$ cat src/hw/rtl/fcr_pkg.sv
// Shared types and constants for the framed command receiver.
// Status codes, message type codes, sync bytes, CRC helper and result word type.
package fcr_pkg;

   typedef enum logic [2:0] {
      ST_INCOMPLETE  = 3'd0,
      ST_FRAME       = 3'd1,
      ST_BAD_HEADER  = 3'd2,
      ST_BAD_LENGTH  = 3'd3,
      ST_BAD_CRC     = 3'd4,
      ST_BAD_PAYLOAD = 3'd5,
      ST_TIMEOUT     = 3'd6
   } status_type;

   localparam logic [7:0] T_HELLO    = 8'h01;
   localparam logic [7:0] T_GETCAP   = 8'h02;
   localparam logic [7:0] T_GETCFG   = 8'h03;
   localparam logic [7:0] T_SETCFG   = 8'h04;
   localparam logic [7:0] T_CAPTURE  = 8'h05;
   localparam logic [7:0] T_PERIODIC = 8'h06;
   localparam logic [7:0] T_STOP     = 8'h07;
   localparam logic [7:0] T_STATUS   = 8'h08;
   localparam logic [7:0] T_RENEW    = 8'h0C;
   localparam logic [7:0] T_LOOPBACK = 8'h0E;

   localparam logic [7:0] SYNC0 = 8'h55;
   localparam logic [7:0] SYNC1 = 8'h53;
   localparam logic [7:0] SYNC2 = 8'h41;
   localparam logic [7:0] SYNC3 = 8'h43;

   localparam logic        FUNC_TIMEOUT = 1'b1;
   localparam logic [31:0] CRC_POLY     = 32'hEDB88320;
   localparam logic [31:0] CRC_ONES     = 32'hFFFFFFFF;
   localparam logic [15:0] FLAG_MASK    = 16'h0007;
   localparam logic [31:0] MIN_INTERVAL = 32'd100000;
   localparam logic [31:0] LEASE_MIN    = 32'd1000;
   localparam logic [31:0] LEASE_MAX    = 32'd10000;
   localparam int          HDR_BYTES    = 16;
   localparam int          CRC_BYTES    = 4;

   typedef struct packed {
      status_type  status;
      logic [7:0]  msg_type;
      logic [2:0]  frame_flags;
      logic [31:0] sequence_number;
      logic [8:0]  payload_bytes;
      logic [4:0]  word_index;
      logic [63:0] payload_word;
      logic        last;
   } rsp_type;

   function automatic logic [31:0] crc_byte(input logic [31:0] crc, input logic [7:0] b);
      logic [31:0] c;
      c = crc ^ {24'd0, b};
      for (int k = 0; k < 8; k++) begin
         c = c[0] ? ((c >> 1) ^ CRC_POLY) : (c >> 1);
      end
      return c;
   endfunction

   function automatic logic [7:0] sync_byte(input logic [1:0] i);
      logic [7:0] s;
      unique case (i)
         2'd0: s = SYNC0;
         2'd1: s = SYNC1;
         2'd2: s = SYNC2;
         default: s = SYNC3;
      endcase
      return s;
   endfunction

endpackage

$ cat src/hw/rtl/fcr_req_if.sv
// Input channel: one received byte or a timeout event per word.
// Depends on nothing.
interface fcr_req_if;
   logic       valid;
   logic       ready;
   logic       func;
   logic [7:0] data_byte;
   modport source (output valid, output func, output data_byte, input ready);
   modport sink   (input valid, input func, input data_byte, output ready);
endinterface

$ cat src/hw/rtl/fcr_rsp_if.sv
// Result channel: status, header fields and payload words.
// Depends on nothing.
interface fcr_rsp_if;
   logic        valid;
   logic        ready;
   logic [2:0]  status;
   logic [7:0]  msg_type;
   logic [2:0]  frame_flags;
   logic [31:0] sequence_number;
   logic [8:0]  payload_bytes;
   logic [4:0]  word_index;
   logic [63:0] payload_word;
   logic        last;
   modport source (output valid, output status, output msg_type, output frame_flags,
                   output sequence_number, output payload_bytes, output word_index,
                   output payload_word, output last, input ready);
   modport sink   (input valid, input status, input msg_type, input frame_flags,
                   input sequence_number, input payload_bytes, input word_index,
                   input payload_word, input last, output ready);
endinterface

$ cat src/hw/rtl/fcr_ram.sv
// Generic single-port-write, single-port-read RAM with registered read data.
// Depends on nothing.
module fcr_ram #(
   parameter int WIDTH  = 64,
   parameter int DEPTH  = 16,
   parameter int ADDR_W = $clog2(DEPTH)
) (
   input  logic              clock,
   input  logic              wr_en,
   input  logic [ADDR_W-1:0] wr_addr,
   input  logic [WIDTH-1:0]  wr_data,
   input  logic [ADDR_W-1:0] rd_addr,
   output logic [WIDTH-1:0]  rd_data
);
   logic [WIDTH-1:0] mem_ff [DEPTH];

   always_ff @(posedge clock) begin
      if (wr_en) begin
         mem_ff[wr_addr] <= wr_data;
      end
      rd_data <= mem_ff[rd_addr];
   end
endmodule

$ cat src/hw/rtl/framed_command_receiver_crc32_core.sv
// Framed command receiver: sync hunt, header checks, CRC-32, payload checks.
// Depends on fcr_pkg, fcr_req_if, fcr_rsp_if and fcr_ram.
//
//   channel  dir  handshake         word
//   req_if   in   valid/ready       func, data_byte
//   rsp_if   out  valid/ready       status, header fields, payload word, last
//
// One byte is taken per cycle while no replay runs and the result queue has
// room; each byte but a good frame's last makes one result in that two-entry
// queue, so input keeps flowing while a result waits. A good frame is then
// replayed from the payload RAM, one word per read; input is held until its last word is read.
// Synchronous active-high reset clears the parser; the RAM needs no clearing.
module framed_command_receiver_crc32_core #(
   parameter int MAX_PAYLOAD  = 128,
   parameter int BUFFER_BYTES = 256
) (
   input logic      clock,
   input logic      reset,
   fcr_req_if.sink  req_if,
   fcr_rsp_if.source rsp_if
);
   import fcr_pkg::*;

   localparam int WORDS = (MAX_PAYLOAD + 7) / 8;
   localparam int AW    = $clog2(WORDS);

   logic [9:0]  byte_count_ff, byte_count_in;
   logic [9:0]  exp_len_ff, exp_len_in;
   logic [31:0] crc_ff, crc_in;
   logic [31:0] last4_ff, last4_in;
   logic [7:0]  ver_ff, ver_in, type_ff, type_in, flag_lo_ff, flag_lo_in;
   logic [7:0]  flag_hi_ff, flag_hi_in, b62_ff, b62_in, ids_ff, ids_in;
   logic [31:0] seq_ff, seq_in, w16_ff, w16_in, w32_ff, w32_in, w36_ff, w36_in;
   logic [31:0] w52_ff, w52_in, w68_ff, w68_in, w76_ff, w76_in;
   logic [8:0]  len_ff, len_in;
   logic [63:0] pw_ff, pw_in;
   logic        emit_ff, emit_in, pend_ff, pend_in;
   logic [5:0]  rd_idx_ff, rd_idx_in, rd_w_ff, rd_w_in, nwords_ff, nwords_in;
   rsp_type     q0_ff, q0_in, q1_ff, q1_in;
   logic [1:0]  cnt_ff, cnt_in;

   logic        accept, push, pop, wr_en, issue;
   rsp_type     push_val;
   logic [63:0] wr_data, rd_data;
   logic [9:0]  p;
   logic [7:0]  b;
   logic [31:0] hdr_len;
   logic        pl_ok;

   assign req_if.ready = !emit_ff && !pend_ff && (cnt_ff != 2'd2);
   assign accept = req_if.valid && req_if.ready;
   assign pop    = rsp_if.valid && rsp_if.ready;
   assign issue  = emit_ff && ({1'b0, cnt_ff} + {2'b0, pend_ff} < 3'd2);
   assign b      = req_if.data_byte;
   assign p      = byte_count_ff - 10'(HDR_BYTES);
   assign hdr_len = {b, last4_ff[31:8]};

   always_comb begin
      pl_ok = 1'b1;
      unique case (type_ff)
         T_HELLO:    pl_ok = !(w16_ff[7:0] > w16_ff[15:8] || w16_ff[23:16] != 8'd0 ||
                               w16_ff[31:24] != 8'd0 || w16_ff[7:0] > 8'd1 ||
                               w16_ff[15:8] < 8'd1);
         T_SETCFG:   pl_ok = (b62_ff == 8'd10);
         T_CAPTURE:  pl_ok = (w52_ff[31:8] == 24'd0) && (w52_ff[7:0] <= 8'd2);
         T_LOOPBACK: pl_ok = (w52_ff == 32'd8);
         T_PERIODIC: pl_ok = (ids_ff != 8'd0) && (w68_ff >= MIN_INTERVAL) &&
                             (w76_ff >= LEASE_MIN) && (w76_ff <= LEASE_MAX);
         T_RENEW:    pl_ok = (w32_ff != 32'd0) && (w36_ff >= LEASE_MIN) &&
                             (w36_ff <= LEASE_MAX);
         default:    pl_ok = 1'b1;
      endcase
   end

   function automatic logic len_ok(input logic [7:0] t, input logic [31:0] n);
      logic r;
      unique case (t)
         T_HELLO:                      r = (n == 32'd20);
         T_GETCAP, T_GETCFG, T_STATUS: r = (n == 32'd0);
         T_CAPTURE:                    r = (n == 32'd60);
         T_LOOPBACK:                   r = (n == 32'd56);
         T_PERIODIC:                   r = (n == 32'd80);
         T_STOP:                       r = (n == 32'd32);
         T_RENEW:                      r = (n == 32'd40);
         T_SETCFG:                     r = (n == 32'd120);
         default:                      r = 1'b1;
      endcase
      return r;
   endfunction

   always_comb begin
      byte_count_in = byte_count_ff;
      exp_len_in    = exp_len_ff;
      crc_in        = crc_ff;
      last4_in      = last4_ff;
      ver_in        = ver_ff;
      type_in       = type_ff;
      flag_lo_in    = flag_lo_ff;
      flag_hi_in    = flag_hi_ff;
      b62_in        = b62_ff;
      ids_in        = ids_ff;
      seq_in        = seq_ff;
      w16_in        = w16_ff;
      w32_in        = w32_ff;
      w36_in        = w36_ff;
      w52_in        = w52_ff;
      w68_in        = w68_ff;
      w76_in        = w76_ff;
      len_in        = len_ff;
      pw_in         = pw_ff;
      emit_in       = emit_ff;
      pend_in       = 1'b0;
      rd_idx_in     = rd_idx_ff;
      rd_w_in       = rd_w_ff;
      nwords_in     = nwords_ff;
      wr_en         = 1'b0;
      wr_data       = pw_ff | (64'(b) << {p[2:0], 3'b000});
      push          = 1'b0;
      push_val      = '0;
      push_val.last = 1'b1;

      if (accept) begin
         push = 1'b1;
         push_val.status = ST_INCOMPLETE;
         if (req_if.func == FUNC_TIMEOUT) begin
            push_val.status = ST_TIMEOUT;
            byte_count_in = '0;
            exp_len_in    = '0;
            crc_in        = CRC_ONES;
         end else if (byte_count_ff < 10'd4 && b != sync_byte(byte_count_ff[1:0])) begin
            // restart hunt; a 0x55 counts as the first sync byte
            byte_count_in = (b == SYNC0) ? 10'd1 : 10'd0;
            exp_len_in    = '0;
            crc_in        = CRC_ONES;
         end else if (byte_count_ff >= 10'(BUFFER_BYTES)) begin
            push_val.status = ST_BAD_LENGTH;
            byte_count_in = '0;
            exp_len_in    = '0;
            crc_in        = CRC_ONES;
         end else begin
            byte_count_in = byte_count_ff + 10'd1;
            last4_in = {b, last4_ff[31:8]};
            if (byte_count_ff >= 10'd4 && (byte_count_ff < 10'(HDR_BYTES) ||
                byte_count_ff + 10'(CRC_BYTES) < exp_len_ff)) begin
               crc_in = crc_byte(crc_ff, b);
            end
            if (byte_count_ff == 10'd4)  ver_in     = b;
            if (byte_count_ff == 10'd5)  type_in    = b;
            if (byte_count_ff == 10'd6)  flag_lo_in = b;
            if (byte_count_ff == 10'd7)  flag_hi_in = b;
            if (byte_count_ff == 10'd11) seq_in     = last4_in;
            // capture the payload fields the type checks look at
            if (byte_count_ff >= 10'(HDR_BYTES)) begin
               if (p == 10'd19) w16_in = last4_in;
               if (p == 10'd35) w32_in = last4_in;
               if (p == 10'd39) w36_in = last4_in;
               if (p == 10'd55) w52_in = last4_in;
               if (p == 10'd71) w68_in = last4_in;
               if (p == 10'd79) w76_in = last4_in;
               if (p == 10'd62) b62_in = b;
               if (p >= 10'd16 && p < 10'd32) ids_in = ids_ff | b;
               if (byte_count_ff + 10'(CRC_BYTES) < exp_len_ff) begin
                  if (p[2:0] == 3'd7 || p + 10'd1 == {1'b0, len_ff}) begin
                     wr_en = 1'b1;
                     pw_in = '0;
                  end else begin
                     pw_in = wr_data;
                  end
               end
            end

            if (byte_count_in == 10'(HDR_BYTES)) begin
               ids_in = '0;
               pw_in  = '0;
               if (ver_ff != 8'd1 || ({flag_hi_ff, flag_lo_ff} & ~FLAG_MASK) != 16'd0) begin
                  push_val.status = ST_BAD_HEADER;
                  byte_count_in = '0;
                  exp_len_in    = '0;
                  crc_in        = CRC_ONES;
               end else if (hdr_len > 32'(MAX_PAYLOAD) || !len_ok(type_ff, hdr_len)) begin
                  push_val.status = ST_BAD_LENGTH;
                  byte_count_in = '0;
                  exp_len_in    = '0;
                  crc_in        = CRC_ONES;
               end else begin
                  len_in     = hdr_len[8:0];
                  exp_len_in = 10'(HDR_BYTES + CRC_BYTES) + {1'b0, hdr_len[8:0]};
               end
            end else if (exp_len_ff != 10'd0 && byte_count_in >= exp_len_ff) begin
               byte_count_in = '0;
               exp_len_in    = '0;
               crc_in        = CRC_ONES;
               if (last4_in != ~crc_ff) begin
                  push_val.status = ST_BAD_CRC;
               end else if (!pl_ok) begin
                  push_val.status = ST_BAD_PAYLOAD;
               end else begin
                  // good frame: hold input and replay the payload words
                  push      = 1'b0;
                  emit_in   = 1'b1;
                  rd_idx_in = '0;
                  nwords_in = (len_ff == 9'd0) ? 6'd1 : 6'(({1'b0, len_ff} + 10'd7) >> 3);
               end
            end
         end
      end

      if (issue) begin
         pend_in   = 1'b1;
         rd_w_in   = rd_idx_ff;
         rd_idx_in = rd_idx_ff + 6'd1;
         if (rd_idx_ff + 6'd1 == nwords_ff) emit_in = 1'b0;
      end

      if (pend_ff) begin
         push = 1'b1;
         push_val.status          = ST_FRAME;
         push_val.msg_type        = type_ff;
         push_val.frame_flags     = flag_lo_ff[2:0];
         push_val.sequence_number = seq_ff;
         push_val.payload_bytes   = len_ff;
         push_val.word_index      = rd_w_ff[4:0];
         push_val.payload_word    = (len_ff == 9'd0) ? 64'd0 : rd_data;
         push_val.last            = (rd_w_ff + 6'd1 == nwords_ff);
      end
   end

   // two-entry result queue
   always_comb begin
      q0_in  = q0_ff;
      q1_in  = q1_ff;
      cnt_in = cnt_ff;
      priority if (push && pop) begin
         if (cnt_ff == 2'd2) begin
            q0_in = q1_ff;
            q1_in = push_val;
         end else begin
            q0_in = push_val;
         end
      end else if (push) begin
         if (cnt_ff == 2'd0) q0_in = push_val;
         else q1_in = push_val;
         cnt_in = cnt_ff + 2'd1;
      end else if (pop) begin
         q0_in  = q1_ff;
         cnt_in = cnt_ff - 2'd1;
      end
   end

   fcr_ram #(.WIDTH(64), .DEPTH(WORDS)) u_ram (
      .clock   (clock),
      .wr_en   (wr_en),
      .wr_addr (p[AW+2:3]),
      .wr_data (wr_data),
      .rd_addr (rd_idx_ff[AW-1:0]),
      .rd_data (rd_data)
   );

   always_ff @(posedge clock) begin
      if (reset) begin
         byte_count_ff <= '0;
         exp_len_ff    <= '0;
         crc_ff        <= CRC_ONES;
         emit_ff       <= 1'b0;
         pend_ff       <= 1'b0;
         cnt_ff        <= '0;
         rd_idx_ff     <= '0;
      end else begin
         byte_count_ff <= byte_count_in;
         exp_len_ff    <= exp_len_in;
         crc_ff        <= crc_in;
         emit_ff       <= emit_in;
         pend_ff       <= pend_in;
         cnt_ff        <= cnt_in;
         rd_idx_ff     <= rd_idx_in;
      end
      last4_ff   <= last4_in;
      ver_ff     <= ver_in;
      type_ff    <= type_in;
      flag_lo_ff <= flag_lo_in;
      flag_hi_ff <= flag_hi_in;
      b62_ff     <= b62_in;
      ids_ff     <= ids_in;
      seq_ff     <= seq_in;
      w16_ff     <= w16_in;
      w32_ff     <= w32_in;
      w36_ff     <= w36_in;
      w52_ff     <= w52_in;
      w68_ff     <= w68_in;
      w76_ff     <= w76_in;
      len_ff     <= len_in;
      pw_ff      <= pw_in;
      rd_w_ff    <= rd_w_in;
      nwords_ff  <= nwords_in;
      q0_ff      <= q0_in;
      q1_ff      <= q1_in;
   end

   assign rsp_if.valid           = (cnt_ff != 2'd0);
   assign rsp_if.status          = q0_ff.status;
   assign rsp_if.msg_type        = q0_ff.msg_type;
   assign rsp_if.frame_flags     = q0_ff.frame_flags;
   assign rsp_if.sequence_number = q0_ff.sequence_number;
   assign rsp_if.payload_bytes   = q0_ff.payload_bytes;
   assign rsp_if.word_index      = q0_ff.word_index;
   assign rsp_if.payload_word    = q0_ff.payload_word;
   assign rsp_if.last            = q0_ff.last;
endmodule

$ cat src/flat_wrapper.sv
// flat-port wrapper written by rule: the top's interface ports become plain ports
module framed_command_receiver_crc32_core_flat import fcr_pkg::*;
#(
   parameter int MAX_PAYLOAD  = 128,
   parameter int BUFFER_BYTES = 256
)
  (clock, reset, req_if_valid, req_if_func, req_if_data_byte, req_if_ready, rsp_if_valid, rsp_if_status, rsp_if_msg_type, rsp_if_frame_flags, rsp_if_sequence_number, rsp_if_payload_bytes, rsp_if_word_index, rsp_if_payload_word, rsp_if_last, rsp_if_ready);
  fcr_req_if req_if_i ();
  fcr_rsp_if rsp_if_i ();
  input logic clock;
  input logic reset;
  input wire logic [$bits(req_if_i.valid)-1:0] req_if_valid;
  input wire logic [$bits(req_if_i.func)-1:0] req_if_func;
  input wire logic [$bits(req_if_i.data_byte)-1:0] req_if_data_byte;
  output wire logic [$bits(req_if_i.ready)-1:0] req_if_ready;
  output wire logic [$bits(rsp_if_i.valid)-1:0] rsp_if_valid;
  output wire logic [$bits(rsp_if_i.status)-1:0] rsp_if_status;
  output wire logic [$bits(rsp_if_i.msg_type)-1:0] rsp_if_msg_type;
  output wire logic [$bits(rsp_if_i.frame_flags)-1:0] rsp_if_frame_flags;
  output wire logic [$bits(rsp_if_i.sequence_number)-1:0] rsp_if_sequence_number;
  output wire logic [$bits(rsp_if_i.payload_bytes)-1:0] rsp_if_payload_bytes;
  output wire logic [$bits(rsp_if_i.word_index)-1:0] rsp_if_word_index;
  output wire logic [$bits(rsp_if_i.payload_word)-1:0] rsp_if_payload_word;
  output wire logic [$bits(rsp_if_i.last)-1:0] rsp_if_last;
  input wire logic [$bits(rsp_if_i.ready)-1:0] rsp_if_ready;
  assign req_if_i.valid = req_if_valid;
  assign req_if_i.func = req_if_func;
  assign req_if_i.data_byte = req_if_data_byte;
  assign req_if_ready = req_if_i.ready;
  assign rsp_if_valid = rsp_if_i.valid;
  assign rsp_if_status = rsp_if_i.status;
  assign rsp_if_msg_type = rsp_if_i.msg_type;
  assign rsp_if_frame_flags = rsp_if_i.frame_flags;
  assign rsp_if_sequence_number = rsp_if_i.sequence_number;
  assign rsp_if_payload_bytes = rsp_if_i.payload_bytes;
  assign rsp_if_word_index = rsp_if_i.word_index;
  assign rsp_if_payload_word = rsp_if_i.payload_word;
  assign rsp_if_last = rsp_if_i.last;
  assign rsp_if_i.ready = rsp_if_ready;
  framed_command_receiver_crc32_core #(.MAX_PAYLOAD(MAX_PAYLOAD), .BUFFER_BYTES(BUFFER_BYTES)) u_core (.clock(clock), .reset(reset), .req_if(req_if_i), .rsp_if(rsp_if_i));
endmodule
$ cat config.mk
export PLATFORM = sky130hd
export DESIGN_NAME = framed_command_receiver_crc32_core_flat
export DESIGN_NICKNAME = d
export VERILOG_FILES = /design/src/hw/rtl/fcr_pkg.sv /design/src/hw/rtl/fcr_req_if.sv /design/src/hw/rtl/fcr_rsp_if.sv /design/src/hw/rtl/fcr_ram.sv /design/src/hw/rtl/framed_command_receiver_crc32_core.sv /design/src/flat_wrapper.sv
export SDC_FILE = /design/constraint.sdc
export NUM_CORES = 2
export LEC_CHECK = 0
export ABC_AREA = 0
export BUFFER_PORTS_ARGS = -buffer_cell sky130_fd_sc_hd__buf_2
export CORE_MARGIN = 3
export CORE_UTILIZATION = 50
export DETAILED_ROUTE_END_ITERATION = 12
export PLACE_DENSITY = 0.7
export SLEW_MARGIN = 20
export SYNTH_ARGS = -nofsm -noshare
export SYNTH_HDL_FRONTEND = slang
export SYNTH_SLANG_ARGS = --single-unit
$ cat constraint.sdc
create_clock -name clock -period 17.18 [get_ports clock]
set_clock_uncertainty 0.2 [all_clocks]
set_input_delay 0.859 -clock clock [delete_from_list [all_inputs] [get_ports clock]]
set_output_delay 0.859 -clock clock [all_outputs]
set_load 0.01 [all_outputs]
Word level (Yosys, flattened, before mapping) --
Memory sizes are Yosys's and may differ from the RTL's. A register that Yosys moved wholly into a read port is not among the register bits. Cells that the tools add are included.
Cells by class: add/subtract/negate cells 11, $mul 0, divide/modulo/power cells 0, $lt $le $gt $ge 20, equal/unequal tests 52, shift operators 1, mux-type cells 108, bitwise gates (word level) 20, reduce and logical (&&, ||, !) cells 73
Operator list (number):
- two-way mux 125 bit | 10
- two-way mux 32 bit | 16
- two-way mux 64 bit | 4
- two-way mux 10 bit | 14
- equality test 32 x 6 -> 1 bit (second input constant) | 4
- NOT 13 -> 14 bit | 8
- equality test 32 x 7 -> 1 bit (second input constant) | 2
- greater-or-equal comparator 32 x 10 -> 1 bit (second input constant) | 2
- less-or-equal comparator 32 x 14 -> 1 bit (second input constant) | 2
- OR 64 bit | 1
- left shift 8 x 6 -> 64 bit | 1
- two-way mux 6 bit | 9
- AND reduction 6 bit | 9
- equality test 10 x 3 -> 1 bit (second input constant) | 4
- equality test 10 x 6 -> 1 bit (second input constant) | 4
- two-way mux 1 bit | 36
- equality test 32 x 4 -> 1 bit (second input constant) | 1
- equality test 32 x 5 -> 1 bit (second input constant) | 1
- equality test 8 x 3 -> 1 bit (second input constant) | 4
- equality test 8 x 4 -> 1 bit (second input constant) | 4
- greater-or-equal comparator 32 x 17 -> 1 bit (second input constant) | 1
- greater-than comparator 32 x 8 -> 1 bit (second input constant) | 1
- logical NOT 32 bit | 1
- two-way mux 8 bit | 4
- 68 further kinds | 142
Storage, ports and cells: bits in registers 701, latch bits 0, bits in writable memories 1024, memory bits (read-only) 0, memories kept 1
Memories:
- u_core.u_ram.mem_ff | words 16, width 64, read ports 1, clocked after memory_dff 1, wr ports 1, RTL line fcr_ram.sv:15 | logic [WIDTH-1:0] mem_ff [DEPTH];

Longest topological paths before layout --
word-level depth 24, depth in mapped cells 19, mapped depth without buffers 16

Modules after synthesis --
From an unflattened synthesis, not the netlist that was laid out.
Second synthesis, totals: cells, all modules 3836, area, all modules 69471.6 um^2
Modules (own cells, without submodules):
- fcr_ram | times used 1, cells each 1647, area each 39583.0 um^2, seq. area each 32030.7 um^2
- framed_command_receiver_crc32_core | times used 1, cells each 2189, area each 29888.7 um^2, seq. area each 20039.2 um^2

Least setup slack after synthesis --
Ideal clock, no wire load.
path kind register to register, start register u_core.byte_count_ff[5], end memory u_core.u_ram.mem_ff[10][0] (enable), library setup time 564 ps, arrival time 7279 ps, data required time 16416 ps, slack 9136 ps, stages on the path, launching flop included 13, buffers on the path 2, period minus slack after synthesis 8044 ps, cell sequence dfxtp_1 > clkbuf_1 > inv_1 > ha_1 > clkbuf_1 > nor4_1 > and3_1 > a22oi_1 > nor3_2 > o211ai_2 > a2111oi_4 > nand3_1 > nor3_1
Between the ends: word-level cells in the longest chain between the ends 13, elaborated cells between the ends (all ways) 19, those cells by class add/sub: 3; order compare: 4; eq/ne: 1; mux: 9; reduce/logical: 2
Ends and longest elaborated chain:
- from (decl) | RTL line framed_command_receiver_crc32_core.sv:27 | logic [9:0] byte_count_ff, byte_count_in;
- from (signal assigned) | RTL line framed_command_receiver_crc32_core.sv:269 | byte_count_ff <= byte_count_in;
- subtractor 10 x 5 -> 10 bit | RTL line framed_command_receiver_crc32_core.sv:55 | assign p = byte_count_ff - 10'(HDR_BYTES);
- adder 10 x 1 -> 10 bit | RTL line framed_command_receiver_crc32_core.sv:163 | if (p[2:0] == 3'd7 || p + 10'd1 == {1'b0, len_ff}) begin
- equality test 10 x 9 -> 1 bit | RTL line framed_command_receiver_crc32_core.sv:163
- logical OR 1 bit | RTL line framed_command_receiver_crc32_core.sv:163
- two-way mux 1 bit | RTL line framed_command_receiver_crc32_core.sv:163
- two-way mux 1 bit | RTL line framed_command_receiver_crc32_core.sv:162 | if (byte_count_ff + 10'(CRC_BYTES) < exp_len_ff) begin
- two-way mux 1 bit | RTL line framed_command_receiver_crc32_core.sv:153 | if (byte_count_ff >= 10'(HDR_BYTES)) begin
- two-way mux 1 bit | RTL line framed_command_receiver_crc32_core.sv:135 | end else if (byte_count_ff >= 10'(BUFFER_BYTES)) begin
- two-way mux 1 bit | RTL line framed_command_receiver_crc32_core.sv:130 | end else if (byte_count_ff < 10'd4 && b != sync_byte(byte_count_ff[1:0])) begin
- two-way mux 1 bit | RTL line framed_command_receiver_crc32_core.sv:125 | if (req_if.func == FUNC_TIMEOUT) begin
- two-way mux 1 bit | RTL line framed_command_receiver_crc32_core.sv:122 | if (accept) begin
- two-way mux 1 bit | RTL line fcr_ram.sv:18 | if (wr_en) begin
- two-way mux 1 bit (implied by the code) | RTL line fcr_ram.sv:19 | mem_ff[wr_addr] <= wr_data;
- to (decl) | RTL line fcr_ram.sv:15
Several ways; a longest one is shown, not always the timed one.

Worst setup path in the final report --
start register u_core.byte_count_ff[4], end memory u_core.u_ram.mem_ff[11][19] (enable)
The elaborated chain is that of the path after synthesis.

==> impl_results.md <==
* Number of synthesized flops with an enable pin at ~1700
* Final Hold Vio Count at 0
* Post-synthesis sequential area ratio at roughly 76%
* CTS tree: built
* Initial antenna violation count at 3
* Worst slew margin at between 20% and 30%
* Max-cap violations at 0
* Adder-Cell Fraction of Synth Area at less than 1%
* Synthesized area at a little under 70000 sq um
* Routed wire per std cell at 27.72 um
* Main flop type after synthesis: edfxtp_1
* Die Y at around 380 um
* Peak VDD IR at 0.1088 mV
* Post-DRT Antenna Nets at 0
* Clock transition at path regs at 0.06 ns
* Pre-antenna DRT Iters at 7
* Die X at approximately 380 um
* Htree depth at 4
* Simple logic cell fraction of the synthesized area at under 10%
* Vias in the first global route at 33310
* Post-CTS Setup Bufs at 0
* Grt ovf at 0
* Worst-path fanout max at 43
* Resized Gates After CTS at 0
* Initial Util at 50.37%
* Vias/cell at roughly 6
* Startpoint Class: flip-flop
* Largest family of logic cells by synthesized area: multiplexers
* Bufs and invs on worst path at 2
* Final nets at between 3000 and 4000
* Layout area overhead at 12.63%
* CTS Root Buffer Type: clkbuf_16
* Mapped Avg Cell Area at about 20 sq um
* GRT Total Usage at around 22%
* Ys async rst share at 0%
* Rows at roughly 140
* Pleak at between 20 and 25 nW
* Run status: completed
* Clock Tree Buf Depth at 3
* Vias at 33600
* Core area at between 100000 and 150000 sq um
* Crit Path Category: flip-flop to flip-flop
* Final period util at 35.61%
* Unrepaired setup endpoints after global routing: false
* RD Place Congestion at between 0.8 and 0.9
* Port Buffers at around 140
* Largest net degree at the start of global routing at approximately 120
* HP Class: flip-flop to flip-flop
* Max Slew Vio Count at 0
* CP top delay family: simple AND/OR/NAND/NOR gates
* Layout cell share with drive strength beyond 1 at a little under a quarter
* CTS sink cnt at 1776
* TNS Setup at 0 ns
* Commonest cells after routing, fill and taps aside: edfxtp_1 (1650), mux4_2 (320), clkbuf_16 (175)
* Compound-Gate Fraction of Synth Area at 4.331%
* Worst Path Required at 17.38 ns
* Post-synthesis mux area share at 10.64%
* Critical Path Sink Type: flip-flop
* Synthesized flop and latch total at about 1800
* DRC viols at 0
* Die Area at 141100 sq um
* Post-Synth XOR/XNOR Area at around 2.1%
* # IOs at 140
* Synth warnings at 0
* Least-Margin Pin Slew at between 1 and 1.5 ns
* CP max stage cell: buf_4
* Dpl cells at approximately 5200
* WL final at 154100 um
* Clk_lat worst skew at ~0.79 ns
* Crit path cell chain: inv_1 > ha_1 > xnor2_1 > nor4_1 > and3_1 > a22oi_1 > nor3_2 > o211ai_2 > a2111oi_4 > nand3_1 > nor2_4 > buf_4
* First-pass GRT wire length at roughly 230000 um
* P per Cell Area at 120.8 nW/um^2
* Final min period at roughly 6.1 ns
* Iter 0 DRT Violations at 4275
* CP max stage delay at between 0.8 and 0.9 ns
* Mapped Nets at ~3500
* TritonCTS Buffers at ~170
* Final setup fails at 0
* Cells after synthesis at around 3400
* FMAX at 0.1635 GHz
* Fillers at approximately 10000
* HPWL after DPL at 84680 um
* Fin cells at ~5600
* # hold bufs at CTS at 0
* Yosys cell types at 81
* Commonest non-fill, non-tap cell in the layout: edfxtp_1
* Worst EP arrival at between 6 and 7 ns
synthesized netlist by cell type (18+ instances only):
cell type / instances / share of area (%)
a21o_1: 68 / 0.75
a21oi_1: 21 / 0.15
a22o_1: 129 / 1.7
a2bb2oi_2: 30 / 0.66
and2_1: 130 / 1.2
and3_1: 18 / 0.16
buf_1: 29 / 0.16
clkbuf_1: 111 / 0.61
dfxtp_1: 126 / 3.7
edfxtp_1: 1650 / 73
ha_1: 51 / 0.93
inv_1: 39 / 0.21
mux4_2: 320 / 11
nand2_1: 46 / 0.25
nand3_1: 29 / 0.21
nand4_1: 22 / 0.20
nor2_1: 82 / 0.45
nor2b_1: 72 / 0.66
nor3_1: 27 / 0.20
nor4_1: 62 / 0.57
o21ai_0: 18 / 0.13
xnor2_1: 121 / 1.6
xor2_1: 43 / 0.55
where the power goes:
group,internal (mW),leakage [nW],switching (mW)
Combinational,0.195,5.05,0.372
Clock,2.11,2.69,1.57
Sequential,4.96,12.3,0.0809
Total,7.27,20.1,2.02
flip-flops by register name, summed over array words and instances, names as in the netlist, 9 cells and up:
name / cells
u_core.w52_ff: 32
u_core.exp_len_ff: 10
u_core.w36_ff: 32
u_core.w16_ff: 32
u_core.q1_ff: 125
u_core.last4_ff: 24
u_core.w32_ff: 32
u_core.rsp_if.payload_word: 64
u_core.u_ram.mem_ff: 1024
u_core.u_ram.rd_data: 64
u_core.seq_ff: 32
u_core.rsp_if.sequence_number: 32
u_core.len_ff: 9
u_core.w76_ff: 32
u_core.w68_ff: 27
u_core.byte_count_ff: 10
u_core.pw_ff: 64
u_core.crc_ff: 32
u_core.rsp_if.payload_bytes: 9
cell type report:
cell class                 count  area, sq um  area share (%)
antenna                        2        5.005        0.006504
clock buffer                 247         4840           6.290
clock inverter                66        686.9          0.8927
inverter                      40        150.1          0.1951
multi-input combinational   1426        15590           20.26
sequential                  1776        52090           67.69
tap                         1781         2228           2.896
timing repair buffer         219         1361           1.769
worst paths after layout:
check	from	end	slack [ns]	cells past startpoint
min	u_core.exp_len_ff[8]$_SDFFE_PP0P_	u_core.exp_len_ff[8]$_SDFFE_PP0P_	0.29	1
max reg2reg	u_core.byte_count_ff[4]$_SDFFE_PP0P_	u_core.u_ram.mem_ff[11][19]$_DFFE_PP_	11.06	12
min reg2reg	u_core.exp_len_ff[8]$_SDFFE_PP0P_	u_core.exp_len_ff[8]$_SDFFE_PP0P_	0.29	1
max	u_core.byte_count_ff[4]$_SDFFE_PP0P_	u_core.u_ram.mem_ff[11][19]$_DFFE_PP_	11.06	12
per-layer routing:
layer	wire [um]	share of wire, %	global-route usage [%]	vias to the layer above
li1	-	-	-	14260
met1	65220	42	32.77	17550
met2	72760	47	33.99	1551
met3	12770	8.3	3.690	242
met4	3314	2.2	5.874	0
met5	0	0	0	-
metrics by stage:
| step | worst slack (ns) | power [mW] | utilization, % | hold slack, ns | area, sq um |
|---|---|---|---|---|---|
| final | 11.06 | 9.293 | 56.73 | 0.2855 | 76950 |
| after global routing | 10.75 | 9.586 | 56.73 | 0.3022 | 76940 |
| after CTS | 10.79 | 9.364 | 56.68 | 0.2427 | 76880 |
| after detailed placement | 10.80 | 5.703 | 52.61 | 0.2676 | 71350 |
| after global placement | 10.91 | 5.691 | 52.61 | 0.2620 | 71350 |
| after floorplan | 9.136 | 5.441 | - | 0.2064 | 68320 |
cells by family after synthesis:
logic type,after synthesis
flops,1776
mux,326
xor+xnor,165
compound gates,344
simple gates,540
buf+inv,205
fa+ha+maj,51
(Power assumes the default switching activity.)
